===== config.mk =====
export PLATFORM = sky130hd
export DESIGN_NAME = mru_palette_lru_replace_flat
export DESIGN_NICKNAME = d
export VERILOG_FILES = /design/src/mpr_pkg.sv /design/src/mpr_if.sv /design/src/mru_palette_lru_replace.sv /design/src/mpr_cell.sv /design/src/flat_wrapper.sv
export SDC_FILE = /design/constraint.sdc
export NUM_CORES = 1
export LEC_CHECK = 0
export ABC_AREA = 1
export BUFFER_PORTS_ARGS = -buffer_cell sky130_fd_sc_hd__buf_2
export CAP_MARGIN = 20
export CORE_UTILIZATION = 48
export DETAILED_ROUTE_END_ITERATION = 10
export PLACE_DENSITY = 0.74
export SLEW_MARGIN = 10
export SYNTH_ARGS = -nofsm -noshare
export SYNTH_HDL_FRONTEND = slang
export SYNTH_SLANG_ARGS = --single-unit

===== constraint.sdc =====
create_clock -name clk -period 5.5 [get_ports clk]
set_input_delay 0.275 -clock clk [delete_from_list [all_inputs] [get_ports clk]]
set_output_delay 0.275 -clock clk [all_outputs]
set_load 0.03 [all_outputs]

===== src/mpr_pkg.sv =====
// shared constants, types and reset tables for the recency-ranked palette
package mpr_pkg;

	localparam int SLOTS_DEF = 20;
	localparam int DEFAULT_COUNT = 20;
	localparam int COLOR_W = 24;
	localparam int SLOT_W = 5;
	localparam int RANK_W = 5;

	// request kinds
	localparam logic KIND_SLOT = 1'b0;
	localparam logic KIND_COLOR = 1'b1;

	// control from the sequencer to every cell
	typedef struct packed {
		logic cmp_en;
		logic upd_en;
		logic wr_color;
		logic kind;
		logic hit;
		logic [SLOT_W-1:0] slot;
		logic [COLOR_W-1:0] color;
	} cell_ctrl_t;

	// data handed from one cell to the next
	typedef struct packed {
		logic found;
		logic [RANK_W-1:0] rank_or;
		logic [SLOT_W-1:0] slot_or;
		logic [COLOR_W-1:0] color_or;
	} cell_chain_t;

	typedef struct packed {
		logic sel;
		logic is_last;
		logic is_first;
	} cell_stat_t;

	// standard colors, 0xBBGGRR
	function automatic logic [COLOR_W-1:0] default_color(input int idx);
		logic [COLOR_W-1:0] c;
		case (idx)
			0: c = 24'h000000;
			1: c = 24'h000080;
			2: c = 24'h008000;
			3: c = 24'h008080;
			4: c = 24'h800000;
			5: c = 24'h800080;
			6: c = 24'h808000;
			7: c = 24'hC0C0C0;
			8: c = 24'hC0DCC0;
			9: c = 24'hF0CAA6;
			10: c = 24'hF0FBFF;
			11: c = 24'hA4A0A0;
			12: c = 24'h808080;
			13: c = 24'h0000FF;
			14: c = 24'h00FF00;
			15: c = 24'h00FFFF;
			16: c = 24'hFF0000;
			17: c = 24'hFF00FF;
			18: c = 24'hFFFF00;
			19: c = 24'hFFFFFF;
			default: c = '0;
		endcase
		return c;
	endfunction

	// ranks are held minus one: 0 is most recent, slots-1 least recent
	function automatic logic [RANK_W-1:0] default_rank(input int idx, input int slots);
		int r;
		if (idx < ((slots + 1) >> 1))
			r = 2 * idx;
		else
			r = 2 * (slots - idx) - 1;
		return RANK_W'(r);
	endfunction

endpackage


===== src/mpr_if.sv =====
// item channels of the palette block
interface mpr_req_if import mpr_pkg::*; ();
	logic valid;
	logic ready;
	logic kind;
	logic [SLOT_W-1:0] slot;
	logic [COLOR_W-1:0] color;

	modport source (output valid, kind, slot, color, input ready);
	modport sink (input valid, kind, slot, color, output ready);
endinterface

interface mpr_rsp_if import mpr_pkg::*; ();
	logic valid;
	logic ready;
	logic [SLOT_W-1:0] chosen_slot;
	logic [COLOR_W-1:0] chosen_color;
	logic hit;

	modport source (output valid, chosen_slot, chosen_color, hit, input ready);
	modport sink (input valid, chosen_slot, chosen_color, hit, output ready);
endinterface


===== src/mru_palette_lru_replace.sv =====
// top level of the recency-ranked color palette with lru replacement
//
// req carries one item: kind, slot and color. kind 0 picks a slot by number
// (numbers past the last slot pick the last one), kind 1 looks the color up.
// rsp returns one item per request: the slot that became most recent, the
// color now in it, and hit (0 when the least recent slot was overwritten).
// Each slot is a cell in a chain; the match and old-rank data ripple along it.
// An item passes a compare step, which compares all cells and marks the chosen
// one, then an update step, which broadcasts its old rank and updates every rank.
// The result lands in an output register at the end of the update step, and the
// next item is taken in that same cycle; no item is taken while one is compared.
// While rsp is stalled with a result pending, an item can still be taken and
// compared; it then waits in the update step until the register frees up.
// Reset restores the standard colors and the interleaved ranks, so the end
// slots (black and white) are the last to be replaced.
module mru_palette_lru_replace import mpr_pkg::*; #(
	parameter int SLOTS = SLOTS_DEF
) (
	input  logic clk,
	input  logic arst_n,
	mpr_req_if.sink req,
	mpr_rsp_if.source rsp
);

	typedef enum logic [1:0] {ST_IDLE, ST_CMP, ST_UPD} state_t;

	state_t state_q;
	logic kind_s1;
	logic [SLOT_W-1:0] slot_s1;
	logic [COLOR_W-1:0] color_s1;
	logic hit_s2;
	logic valid_q;
	logic [SLOT_W-1:0] slot_q;
	logic [COLOR_W-1:0] color_q;
	logic hit_q;
	logic out_free;
	logic accept;
	cell_ctrl_t ctrl;
	cell_chain_t chain [SLOTS+1];
	cell_stat_t stat [SLOTS];
	logic [SLOTS-1:0] sel_vec;
	logic [SLOTS-1:0] last_vec;
	logic [SLOTS-1:0] first_vec;

	assign out_free = !valid_q || rsp.ready;
	assign req.ready = (state_q == ST_IDLE) || (state_q == ST_UPD && out_free);
	assign accept = req.valid && req.ready;

	assign rsp.valid = valid_q;
	assign rsp.chosen_slot = slot_q;
	assign rsp.chosen_color = color_q;
	assign rsp.hit = hit_q;

	always_comb begin
		ctrl.cmp_en = (state_q == ST_CMP);
		ctrl.upd_en = (state_q == ST_UPD) && out_free;
		ctrl.wr_color = (kind_s1 == KIND_COLOR) && !hit_s2;
		ctrl.kind = kind_s1;
		ctrl.hit = chain[SLOTS].found;
		ctrl.slot = slot_s1;
		ctrl.color = color_s1;
	end

	assign chain[0] = '0;

	for (genvar i = 0; i < SLOTS; i++) begin : g_cell
		mpr_cell #(
			.SLOTS(SLOTS),
			.IDX(i)
		) u_cell (
			.clk(clk),
			.arst_n(arst_n),
			.ctrl(ctrl),
			.old_rank(chain[SLOTS].rank_or),
			.chain_in(chain[i]),
			.chain_out(chain[i+1]),
			.stat(stat[i])
		);
		assign sel_vec[i] = stat[i].sel;
		assign last_vec[i] = stat[i].is_last;
		assign first_vec[i] = stat[i].is_first;
	end

	// request capture, slot numbers past the end saturate
	always_ff @(posedge clk) begin
		if (accept) begin
			kind_s1 <= req.kind;
			color_s1 <= req.color;
			if ({1'b0, req.slot} >= (SLOT_W+1)'(SLOTS))
				slot_s1 <= SLOT_W'(SLOTS - 1);
			else
				slot_s1 <= req.slot;
		end
	end

	always_ff @(posedge clk or negedge arst_n) begin
		if (!arst_n) begin
			state_q <= ST_IDLE;
			valid_q <= 1'b0;
			hit_s2 <= 1'b0;
			slot_q <= '0;
			color_q <= '0;
			hit_q <= 1'b0;
		end else begin
			// the update step reloads the register itself
			if (rsp.valid && rsp.ready && state_q != ST_UPD)
				valid_q <= 1'b0;
			case (state_q)
				ST_IDLE: begin
					if (accept)
						state_q <= ST_CMP;
				end
				ST_CMP: begin
					hit_s2 <= (kind_s1 == KIND_SLOT) || chain[SLOTS].found;
					state_q <= ST_UPD;
				end
				ST_UPD: begin
					if (out_free) begin
						valid_q <= 1'b1;
						slot_q <= chain[SLOTS].slot_or;
						color_q <= (kind_s1 == KIND_COLOR) ? color_s1 : chain[SLOTS].color_or;
						hit_q <= hit_s2;
						state_q <= accept ? ST_CMP : ST_IDLE;
					end else if (rsp.valid && rsp.ready) begin
						valid_q <= 1'b0;
					end
				end
				default: state_q <= ST_IDLE;
			endcase
		end
	end

	a_sel_onehot: assert property (@(posedge clk) disable iff (!arst_n)
		state_q == ST_UPD |-> $onehot(sel_vec))
		else $error("update step without exactly one chosen slot");

	a_one_lru: assert property (@(posedge clk) disable iff (!arst_n)
		$onehot(last_vec))
		else $error("ranks lost their single least recent slot");

	a_one_mru: assert property (@(posedge clk) disable iff (!arst_n)
		$onehot(first_vec))
		else $error("ranks lost their single most recent slot");

	a_result_out: assert property (@(posedge clk) disable iff (!arst_n)
		state_q == ST_UPD && out_free |=> valid_q && hit_q == $past(hit_s2))
		else $error("finished update did not load the result register");

endmodule


===== src/mpr_cell.sv =====
// one palette slot: color, recency rank and its link in the search chain
module mpr_cell import mpr_pkg::*; #(
	parameter int SLOTS = SLOTS_DEF,
	parameter int IDX = 0
) (
	input  logic clk,
	input  logic arst_n,
	input  cell_ctrl_t ctrl,
	input  logic [RANK_W-1:0] old_rank,
	input  cell_chain_t chain_in,
	output cell_chain_t chain_out,
	output cell_stat_t stat
);

	localparam logic [RANK_W-1:0] LAST = RANK_W'(SLOTS - 1);
	localparam logic [SLOT_W-1:0] MY_SLOT = SLOT_W'(IDX);

	logic [COLOR_W-1:0] color_q;
	logic [RANK_W-1:0] rank_q;
	logic sel_q;
	logic match;

	assign match = (color_q == ctrl.color);

	always_comb begin
		chain_out.found = chain_in.found | match;
		chain_out.rank_or = chain_in.rank_or | (sel_q ? rank_q : '0);
		chain_out.slot_or = chain_in.slot_or | (sel_q ? MY_SLOT : '0);
		chain_out.color_or = chain_in.color_or | (sel_q ? color_q : '0);
	end

	assign stat.sel = sel_q;
	assign stat.is_last = (rank_q == LAST);
	assign stat.is_first = (rank_q == '0);

	always_ff @(posedge clk or negedge arst_n) begin
		if (!arst_n) begin
			color_q <= default_color(IDX);
			rank_q <= default_rank(IDX, SLOTS);
			sel_q <= 1'b0;
		end else begin
			if (ctrl.cmp_en) begin
				// first match wins a hit, the least recent slot takes a miss
				if (ctrl.kind == KIND_SLOT)
					sel_q <= (ctrl.slot == MY_SLOT);
				else if (ctrl.hit)
					sel_q <= match & ~chain_in.found;
				else
					sel_q <= (rank_q == LAST);
			end
			if (ctrl.upd_en) begin
				if (sel_q) begin
					rank_q <= '0;
					if (ctrl.wr_color)
						color_q <= ctrl.color;
				end else if (rank_q < old_rank) begin
					rank_q <= rank_q + RANK_W'(1);
				end
			end
		end
	end

endmodule


===== src/flat_wrapper.sv =====
// flat-port wrapper written by rule: the top's interface ports become plain ports
module mru_palette_lru_replace_flat import mpr_pkg::*;
#(
	parameter int SLOTS = SLOTS_DEF
)
  (clk, arst_n, req_valid, req_kind, req_slot, req_color, req_ready, rsp_valid, rsp_chosen_slot, rsp_chosen_color, rsp_hit, rsp_ready);
  mpr_req_if req_i ();
  mpr_rsp_if rsp_i ();
  input  logic clk;
  input  logic arst_n;
  input wire logic [$bits(req_i.valid)-1:0] req_valid;
  input wire logic [$bits(req_i.kind)-1:0] req_kind;
  input wire logic [$bits(req_i.slot)-1:0] req_slot;
  input wire logic [$bits(req_i.color)-1:0] req_color;
  output wire logic [$bits(req_i.ready)-1:0] req_ready;
  output wire logic [$bits(rsp_i.valid)-1:0] rsp_valid;
  output wire logic [$bits(rsp_i.chosen_slot)-1:0] rsp_chosen_slot;
  output wire logic [$bits(rsp_i.chosen_color)-1:0] rsp_chosen_color;
  output wire logic [$bits(rsp_i.hit)-1:0] rsp_hit;
  input wire logic [$bits(rsp_i.ready)-1:0] rsp_ready;
  assign req_i.valid = req_valid;
  assign req_i.kind = req_kind;
  assign req_i.slot = req_slot;
  assign req_i.color = req_color;
  assign req_ready = req_i.ready;
  assign rsp_valid = rsp_i.valid;
  assign rsp_chosen_slot = rsp_i.chosen_slot;
  assign rsp_chosen_color = rsp_i.chosen_color;
  assign rsp_hit = rsp_i.hit;
  assign rsp_i.ready = rsp_ready;
  mru_palette_lru_replace #(.SLOTS(SLOTS)) u_core (.clk(clk), .arst_n(arst_n), .req(req_i), .rsp(rsp_i));
endmodule

==> flow_summary.rst <==
.. list-table::
   :header-rows: 1

   * - Metric
     - Value
   * - Clk_skew
     - 28.7 ps
   * - Post-Synthesis Net Count
     - 4702
   * - Share of final-layout standard cells stronger than drive strength 1
     - 11.9%
   * - TritonCTS clock tree
     - built
   * - Classification of the worst-slack hold path
     - in2async
   * - VDD IR max
     - 0.488 mV
   * - Wire length of the first global-routing pass
     - 185 mm
   * - Unrepaired setup endpoints after global routing
     - no
   * - Initial standard-cell utilization of the core
     - between 40% and 50%
   * - Initial antenna violation count
     - 0
   * - Die X-Extent
     - 282 um
   * - Primary FF master, synth
     - dfrtp_1
   * - Final weighted congestion of routability-driven global placement
     - between 0.9 and 1
   * - Number of design-rule violations left by the first detailed-router iteration
     - 3503
   * - Highest clock rate
     - 213 MHz
   * - Class of the most critical setup path
     - reg2reg
   * - Reported leakage power
     - 17.8 nW
   * - Final Hold Vio Count
     - 0
   * - Power Dens Cells
     - 581 nW/um^2
   * - Area growth, synth to finish
     - 10.6%
   * - Fraction of power consumed by combinational cells
     - around 38%
   * - Asr flop ratio synth
     - 95.5%
   * - Post-DR wirelength/cell
     - 20.9 um
   * - Largest net degree at the start of global routing
     - 154
   * - Total congestion overflow
     - 0
   * - Remaining routing DRC violations
     - 0
   * - HPWL reported at the end of detailed placement
     - about 82 mm
   * - Power Total
     - 0.0242 W
   * - Cell count after synthesis
     - 4588
   * - Antenna-violating nets left
     - 0
   * - Number of different library cells in the post-synthesis netlist
     - 55
   * - Fraction of the cycle the final worst path needs
     - 85.4%
   * - Sum Neg Setup Slack
     - 0 ps
   * - Cts bufs inserted
     - between 70 and 80
   * - Clock insertion delay at the later pin of the skew report
     - 650 ps
   * - Number of enable-type register cells in the synthesized netlist
     - 30
   * - Power dissipated by switching net loads
     - ~0.0099 W
   * - Number of setup buffers added after CTS
     - 0
   * - Int Pwr
     - roughly 0.014 W
   * - CORE AREA
     - a little under 80000 sq um
   * - Overall die area
     - ~79000 sq um
   * - Die height
     - 282 um
   * - CTS Root Cell
     - clkbuf_16
   * - Clock transition at the registers of the reported paths
     - about 50 ps
   * - Arrival @ worst endpoint
     - 5240 ps
   * - Outcome
     - finished clean
   * - Endpoints failing setup
     - 0
   * - Number of placed I/O pins
     - 66
   * - Flip-flop and latch count after synthesis
     - about 660
   * - Via density per instance
     - 5.87
   * - H-tree levels
     - 3
   * - Endpoint required time on the critical path
     - 6040 ps
   * - Total routing usage reported by global routing
     - 30.2%
   * - Proportion of total power due to net switching
     - between 40% and 50%
   * - Max Cap Violations
     - 0
   * - Number of global-route vias before repair
     - 32000
   * - Synthesized cell area
     - 37500 sq um
   * - Slew at the pin closest to its max-slew limit
     - 1180 ps
   * - Crit-path max FO
     - 14
   * - Port Buffer Count
     - 65
   * - Number of pins with negative max-slew slack in the final report
     - 0
   * - Logic depth of the worst register-to-register path
     - 13
   * - Iteration count of the initial detailed-routing pass
     - 5
   * - # diodes
     - 0
   * - Number of core rows
     - 102
   * - Avg Inst Size Synth
     - 8.18 sq um
   * - Overall via count from detail_route
     - 33200
   * - Slew margin rel.
     - a little under a fifth
   * - Min cycle time layout
     - approximately 4700 ps
   * - Sequential fraction of design power
     - 40.5%
   * - Yosys warning total
     - 0
   * - Final WL
     - 118 mm
   * - Max Root-Sink Buffers
     - 3
   * - Endpoint kind of the worst setup timing path
     - register
   * - Final layout net count
     - roughly 4700
   * - Kind of start point of the critical path
     - register
   * - Fillcell total
     - 7112
   * - Register area share after synthesis
     - 45.3%
   * - Num Clock Sinks
     - approximately 660
   * - Portion of total power attributed to the clock network
     - 22.0%
-- power by group through the flow --
stage          sequential, W  combinational [W]  clock [W]
2_1_floorplan        0.00937            0.00616          0
3_3_place_gp         0.00967            0.00866          0
3_5_place_dp         0.00975            0.00890          0
4_1_cts              0.00970            0.00897    0.00536
5_1_grt               0.0100             0.0101    0.00556
6_report             0.00979            0.00906    0.00530
-- cell families after synthesis --
kind of cell / count (synthesis) / synth area share (%)
and+or+nand+nor: 1940 / 22.3
AOI/OAI and AO/OA: 951 / 14.4
DFF: 664 / 45.3
buffers and inverters: 568 / 6.34
xor gates and xnor gates: 385 / 8.98
adders and majority gates: 80 / 2.67
-- flip-flops by register name, summed over array words and instances, names as in the netlist --
| name | cells |
|---|---|
| u_core.g_cell.u_cell.color_q | 480 |
| u_core.g_cell.u_cell.rank_q | 100 |
| u_core.color_s1 | 24 |
| u_core.rsp.chosen_color | 24 |
| u_core.g_cell.u_cell.sel_q | 20 |
| u_core.rsp.chosen_slot | 5 |
| u_core.slot_s1 | 5 |
| u_core.state_q | 2 |
| u_core.hit_s2 | 1 |
| u_core.kind_s1 | 1 |
| u_core.rsp.hit | 1 |
| u_core.rsp.valid | 1 |
-- what timing repair did --
action / 4_1_cts / 5_1_grt
resized for setup: 0 / 0
hold endpoints to repair: 89 / 0
hold buffers: 33 / 0
-- through the flow --
step	worst slack [ps]	instances	hold slack (ps)	instance area, sq um	util, %
final	805	5645	265	41500	53.6
after global routing	690	5645	328	41500	53.6
after CTS	1050	5644	318	41500	53.6
after detailed placement	1080	5476	391	38600	49.8
after global placement	1200	5476	394	38600	49.8
after floorplan	678	4588	-20.6	37600	-
-- final timing paths --
kind / to / slack, ps / startpoint
max in group asynchronous: u_core.g_cell[13].u_cell.color_q[20] / 3740 / arst_n
min in group clk: u_core.color_s1[18] / 340 / req_color[18]
worst min register to register: u_core.rsp.chosen_color[11] / 470 / u_core.rsp.chosen_color[11]
worst max-delay path: u_core.g_cell[4].u_cell.rank_q[4] / 800 / u_core.g_cell[12].u_cell.sel_q
worst max register to register: u_core.g_cell[4].u_cell.rank_q[4] / 800 / u_core.g_cell[12].u_cell.sel_q
worst min-delay path: u_core.g_cell[1].u_cell.rank_q[2] / 270 / arst_n
-- layout by cell type (no fill, tap or decap), types with 6 or more instances in the layout --
cell type and instances:
nand2_1 1186, o21ai_0 632, dfrtp_1 433, xnor2_1 293, inv_1 253, nor2_1 225, dfstp_2 201, nand3_1 199
nand4_1 133, a21oi_1 100, xor2_1 92, buf_4 83, ha_1 80, clkbuf_16 79, buf_2 64, nor3_1 54
a221oi_1 51, o211ai_1 40, dlygate4sd3_1 33, nor3b_1 32, edfxtp_1 30, or2_2 28, o22ai_1 27, nor4_1 23
nand3_2 22, a22o_1 21, o2111ai_1 16, clkbuf_1 15, clkinv_2 14, clkbuf_8 13, o21a_1 11, a211oi_1 9
a31oi_1 9, o31ai_1 9, o221ai_1 8, nor2_2 8, nand3b_1 8, bufinv_16 7, clkinv_1 6
-- per-layer routing --
layer / track usage [%] / share of wire, % / vias up
met2: 48.3 / 46 / 1456
met4: 16.0 / 5.5 / 0
met5: 0 / 0 / -
met1: 39.6 / 41 / 16100
li1: - / - / 15300
met3: 4.61 / 7.4 / 342
-- Yosys cell counts, types with 16 or more instances --
library cell / number / area, sq um
nor4_1: 25 / 156
dfstp_2: 201 / 5280
nor2_1: 226 / 848
dfrtp_1: 433 / 10800
clkbuf_1: 223 / 837
o22ai_1: 27 / 169
xor2_1: 92 / 806
buf_6: 16 / 180
a221oi_1: 51 / 447
o21ai_0: 632 / 3160
or2_2: 28 / 175
buf_2: 31 / 155
buf_4: 21 / 158
nand3_1: 219 / 1100
nor3b_1: 32 / 240
ha_1: 80 / 1000
nand2_1: 1186 / 4450
nor3_1: 54 / 270
o211ai_1: 40 / 300
nand4_1: 133 / 832
xnor2_1: 293 / 2570
inv_1: 253 / 950
a22o_1: 21 / 184
o2111ai_1: 16 / 140
a21oi_1: 100 / 500
edfxtp_1: 30 / 901
-- cell type report --
| type | instances | area (sq um) | share of cell area (%) |
|---|---|---|---|
| multi-input cells | 3356 | 18300 | 44.0 |
| repair buffers | 185 | 1370 | 3.30 |
| inverters | 265 | 996 | 2.40 |
| flip-flops and latches | 664 | 17000 | 41.0 |
| clock inverters | 28 | 372 | 0.895 |
| well taps | 1040 | 1300 | 3.13 |
| clock buffers | 107 | 2210 | 5.33 |
-- worst max-delay path: stages (launching register included) --
cell       delay, ps
dfrtp_1          380
inv_1            430
o22ai_1          180
a21oi_1          430
o2111ai_1        390
a2111oi_2        910
buf_4            430
ha_1             290
o21ai_0           80
o21bai_1          90
a21oi_1          420
nand3_1          190
o21ai_0          170
nor3b_1          200
Note: power is estimated with default switching activity, not from simulation.
